`src/hw/rtl/msp_pkg.sv`:
```
// Shared types and constants of the matrix saddle point counter.
package msp_pkg;

  // Field and register widths.
  localparam int DATA_W    = 32;
  localparam int CFG_W     = 5;
  localparam int CFG_IDX_W = 1;
  localparam int COUNT_W   = 10;
  localparam int CFG_MAX   = 31;

  // Configuration register indexes.
  typedef enum logic [CFG_IDX_W-1:0] {
    REG_ROW_COUNT = 1'b0,
    REG_COL_COUNT = 1'b1
  } msp_reg_e;

  // Controller states.
  typedef enum logic [2:0] {
    ST_LOAD,
    ST_FETCH,
    ST_CMP,
    ST_DRAIN,
    ST_ACC,
    ST_EMIT
  } msp_state_e;

  // Commands from the controller to the datapath.
  typedef struct packed {
    logic load;
    logic start;
    logic fetch;
    logic compare;
    logic accum;
    logic emit;
  } msp_cmd_t;

  // Status from the datapath to the controller.
  typedef struct packed {
    logic load_last;
    logic cmp_last;
    logic elem_last;
  } msp_status_t;

endpackage

```
`src/hw/rtl/msp_ctrl.sv`:
```
// Controller state machine sequencing load, scan and result of the counter.
module msp_ctrl (
  input  logic                 clk_i,
  input  logic                 rst_ni,
  input  logic                 in_valid_i,
  output logic                 in_ready_o,
  output logic                 out_valid_o,
  input  logic                 out_ready_i,
  input  msp_pkg::msp_status_t status_i,
  output msp_pkg::msp_cmd_t    cmd_o
);

  msp_pkg::msp_state_e state_q, state_d;
  logic                out_valid_q, out_valid_d;

  // State and result valid registers.
  always_ff @(posedge clk_i or negedge rst_ni) begin
    if (!rst_ni) begin
      state_q     <= msp_pkg::ST_LOAD;
      out_valid_q <= 1'b0;
    end else begin
      state_q     <= state_d;
      out_valid_q <= out_valid_d;
    end
  end

  // Next state and commands.
  always_comb begin
    state_d     = state_q;
    cmd_o       = '0;
    in_ready_o  = 1'b0;
    out_valid_d = out_valid_q;
    if (out_valid_q && out_ready_i) begin
      out_valid_d = 1'b0;
    end
    unique case (state_q)
      msp_pkg::ST_LOAD: begin
        // The last element is held off while the previous result still waits.
        in_ready_o = !(status_i.load_last && out_valid_q);
        if (in_valid_i && in_ready_o) begin
          cmd_o.load = 1'b1;
          if (status_i.load_last) begin
            cmd_o.start = 1'b1;
            state_d     = msp_pkg::ST_FETCH;
          end
        end
      end
      msp_pkg::ST_FETCH: begin
        cmd_o.fetch = 1'b1;
        state_d     = msp_pkg::ST_CMP;
      end
      msp_pkg::ST_CMP: begin
        cmd_o.compare = 1'b1;
        if (status_i.cmp_last) begin
          state_d = msp_pkg::ST_DRAIN;
        end
      end
      msp_pkg::ST_DRAIN: begin
        state_d = msp_pkg::ST_ACC;
      end
      msp_pkg::ST_ACC: begin
        cmd_o.accum = 1'b1;
        if (status_i.elem_last) begin
          state_d = msp_pkg::ST_EMIT;
        end else begin
          state_d = msp_pkg::ST_FETCH;
        end
      end
      msp_pkg::ST_EMIT: begin
        cmd_o.emit  = 1'b1;
        out_valid_d = 1'b1;
        state_d     = msp_pkg::ST_LOAD;
      end
      default: begin
        state_d = msp_pkg::ST_LOAD;
      end
    endcase
  end

  assign out_valid_o = out_valid_q;

endmodule

```
`config.mk`:
```
export PLATFORM = sky130hd
export DESIGN_NAME = msp_ctrl
export DESIGN_NICKNAME = d
export VERILOG_FILES = /design/src/hw/rtl/msp_pkg.sv /design/src/hw/rtl/msp_ctrl.sv
export SDC_FILE = /design/constraint.sdc
export NUM_CORES = 1
export LEC_CHECK = 0
export BUFFER_PORTS_ARGS = -buffer_cell sky130_fd_sc_hd__buf_4
export CAP_MARGIN = 25
export CORE_AREA = 3 3 40 42
export CTS_BUF_LIST = sky130_fd_sc_hd__clkbuf_8
export CTS_CLUSTER_DIAMETER = 60
export DETAILED_ROUTE_END_ITERATION = 16
export DIE_AREA = 0 0 43 45
export PLACE_DENSITY = 0.41
export SETUP_SLACK_MARGIN = 0.2
export SKIP_CTS_REPAIR_TIMING = 1
export SYNTH_ARGS = -nofsm -noshare
export SYNTH_HDL_FRONTEND = slang
export SYNTH_SLANG_ARGS = --single-unit
```
`constraint.sdc`:
```
create_clock -name clk_i -period 1.73 [get_ports clk_i]
set_clock_uncertainty 0.05 [all_clocks]
set_input_delay 0.173 -clock clk_i [delete_from_list [all_inputs] [get_ports clk_i]]
set_output_delay 0.173 -clock clk_i [all_outputs]
set_load 0.01 [all_outputs]
```
---- Word level (Yosys, flattened, before mapping) ----
Cells that the tools add are included.
W data, S select, Z words.
cells by class
  muxes and demuxes ....................... 15
  equality and inequality tests ........... 8
  reduce and logical (&&, ||, !) cells .... 7
operator list
  operator              number
  $pmux W3 S5           1
  $mux W3               4
  $mux W1               8
  $eq A3 B2 Y1 const B  2
  $eq A3 B3 Y1 const B  2
  $ne A2 B2 Y1 const B  3
  $mux W2               2
  $eq A3 B1 Y1 const B  1
  $logic_and A1 B1 Y1   3
  $logic_not A3 Y1      1
  $reduce_and A3 Y1     1
  $reduce_bool A2 Y1    1
  $logic_not A1 Y1      1
storage, ports and cells
  input port bits ......................... 7
  logic and storage cells ................. 32
  output and inout bits ................... 8
  register bits after elaboration ......... 4

---- Logic depth before layout (Yosys ltp) ----
  depth after elaboration ................. 5
  gate-level depth with buffers ........... 3
  gate-level depth less buffers ........... 2

---- Worst setup path before layout ----
No wires, ideal clock.
  path kind ............................... reg-to-output
  from .................................... reg state_q[1]
  to ...................................... out cmd_o[5] (netlist bit)
  data arrival time ....................... 1.089 ns
  cell stages (with the launch flop) ...... 4
  required time ........................... 1.507 ns
  slack ................................... 0.418 ns
  buffers on the path ..................... 1
  path through ............................ dfrtp_1 -> buf_6 -> a2111oi_4 -> and2_1
RTL lines
  element                 RTL line        text
  start, declared         msp_ctrl.sv:13  msp_pkg::msp_state_e state_q, state_d;
  start signal, assigned  msp_ctrl.sv:19  state_q <= msp_pkg::ST_LOAD;
  start signal, assigned  msp_ctrl.sv:22  state_q <= state_d;
  end, declared           msp_ctrl.sv:10  output msp_pkg::msp_cmd_t cmd_o

==> results.md <==
- Critical path's top delay family: flip-flops
- Crit path DAT: ~1.3 ns
- Flop pwr share: between 30% and 40%
- Crit path kind: register to primary output
- Post-synth top area share: 37.7%
- Dominant synthesized flop cell: dfrtp_1
- Final period util: slightly below 90%
- Slew Viols, Final: 0
- RD Place Congestion: ~0.67
- FMAX: about 650 MHz
- Cell Count, Final, Fillers Out: 54
- Ys Warns: 0
- Yosys reg bits: 4
- Sequential-to-total area share from yosys stat: between 30% and 40%
- PortBufs: 14
- Die area: between 1500 and 2000 um^2
- # IOs: 15
- Worst-path maximum fanout: 8
- Pwr Density: about 1800 nW/um^2
- # DRC: 0
- Core Box Area: 1280 um^2
- Vias in the first global route: roughly 240
- Tmin final: between 1.5 and 2 ns
- P_sw: between 0.2 and 0.3 mW
- Synth cell types: 19
- VDD IR max: between 600 and 700 uV
- Global-route wire length before repair: 959 um
- Final hold violations: 0
- Clock power frac: roughly a quarter
- All-Layer GR Usage: under 10%
- Critical-path top delay cell: dfrtp_2
- Area grow syn2layout: 65.1%
- Vias per cell: 4.26
- Inserted Clock Buffers: 3
- Max-slew headroom: about three quarters
- CTS tree: yes
- Synthesized Nets: 29
- Layout cells sized above 1: between 60% and 70%
- Largest net degree at the start of global routing: 10
- Hpwl dp: 451 um
- Worst-path cell chain: a2111oi_4 > and2_1 > buf_4
- Worst setup SP type: register
- Async SR Flop Fraction: 100%
- Fin nets: 48
- Gate power share: 44.1%
- Outcome: completed
- Final wirelength: about 630 um
- Net switching fraction of the power: between 30% and 40%
- Dominant cell type by area after synthesis: dfrtp_1
- Crit path buffers/inverters: 1
- Critical path capture point type: primary output
- Initial Utilization: 20.6%
- ANT nets after route: 0
- Worst-path clk slew: approximately 0.030 ns
- Worst-Skew Late Latency: around 0.22 ns
- DRT Pass-1 Iters: 3
- Worst slew pin tran: 0.359 ns
- Clk buf depth: 2
- Internal: 0.506 mW
- Cell Rows: 13
- Number of synthesized flops with an enable pin: 0
- Synth Instances: 22
- DIE HEIGHT: 45 um
- Die Span X: between 40 and 50 um
- Routed length per placed instance: 11.6 um
- Hold Slack: ~0.13 ns
- GRT overflow: 0
- Pleak: ~0.21 nW
- Syn Area/Cell: 12.1 um^2
- TNS Setup: 0 ns
- Clock root buffer: clkbuf_8
- CP Data Required Time: between 1.5 and 2 ns
- # H-tree levels: 1
- RSZ-0062 raised after global routing: true
- Setup violators final: 0
- Initial DRC count: 3
- Worst min-delay path category: primary input to register
- Placed cells: 49
- Top-count cell post-synth: dfrtp_1
- Antenna diodes: 0
- Synth area leaders: dfrtp_1 (38%), a2111oi_4 (10%), nor3b_4 (7.1%)
- Critical Path Max Stage Delay: 0.47 ns
- Antenna violations before repair: 0
- Routed vias: 230
- Clock Sinks: 4
- Max-Cap Viols: 0
- Netlist Area Pre-Place: ~270 um^2
==> metal layers <==
layer	wire (um)	up-vias	track usage, %
met2	304	12	9.88
met4	19	0	10.8
met5	0	-	0
li1	-	113	-
met3	61	2	2.39
met1	242	103	8.31
==> cell usage in the layout, fill, tap and decap left out <==
master and count:
a221oi_1 1, dfrtp_2 2, and3b_1 1, nand3b_1 1
and2_1 1, or2_1 1, buf_4 15, dfrtp_1 2
nor2_1 1, nor3b_1 1, nor3b_4 1, nor3b_2 1
a2111oi_4 1, a22o_1 1, dlygate4sd3_1 1, a21o_1 1
nor4_2 1, inv_1 1, clkbuf_8 3, nor2b_1 1
nand2b_1 1
==> per-stage QoR <==
| stage | cell area, um^2 | power [mW] | util, % | setup slack, ns |
|---|---|---|---|---|
| 3_3_place_gp | 370 | 0.561 | 28.8 | 0.366 |
| 5_1_grt | 438 | 0.833 | 34.1 | 0.165 |
| 6_report | 438 | 0.780 | 34.1 | 0.202 |
| 4_1_cts | 412 | 0.761 | 32.0 | 0.122 |
| 2_1_floorplan | 265 | 0.439 | - | 0.418 |
| 3_5_place_dp | 370 | 0.561 | 28.8 | 0.350 |
==> logic make-up after synthesis <==
| family | synth area share (%) |
|---|---|
| DFF | 37.7 |
| buffers and inverters | 8.49 |
| and+or+nand+nor | 34.0 |
| AOI/OAI and AO/OA | 19.8 |
==> area by class of cell <==
| class | instances | area (um^2) |
|---|---|---|
| Tap cell | 15 | 18.8 |
| Multi-Input combinational cell | 15 | 149 |
| Inverter | 1 | 3.75 |
| Timing Repair Buffer | 16 | 123 |
| Fill cell | 137 | 847 |
| Sequential cell | 4 | 103 |
| Clock buffer | 3 | 41.3 |
==> final timing paths <==
path / slack, ns / end / from / cells past startpoint
max: 0.20 / cmd_o[5] / state_q[1] / 3
min: 0.13 / state_q[2] / status_i[0] / 2
max reg2reg: 0.57 / state_q[2] / state_q[1] / 3
min reg2reg: 0.54 / out_valid_o / out_valid_o / 1
max in group asynchronous: 1.27 / state_q[0] / rst_ni / 2
min in group asynchronous: 0.24 / out_valid_o / rst_ni / 2
==> flip-flops by register name, summed over array words and instances, names as in the netlist <==
register	cells
out_valid_o	1
state_q	3
==> worst reg2reg max path, delay by kind of cell, from the launching register on <==
family	cells	cell delay [ns]
flip-flops	1	0.47
AO/OA/AOI/OAI	1	0.23
AND/OR/NAND/NOR	1	0.12
buffers and inverters	1	0.17
==> power by group through the flow <==
stage	combinational, mW	clock (mW)	sequential [mW]
2_1_floorplan	0.242	0	0.197
5_1_grt	0.372	0.206	0.254
3_3_place_gp	0.319	0	0.242
3_5_place_dp	0.318	0	0.242
4_1_cts	0.320	0.198	0.243
6_report	0.344	0.192	0.244
No activity file was read; power rests on OpenSTA's default activity.
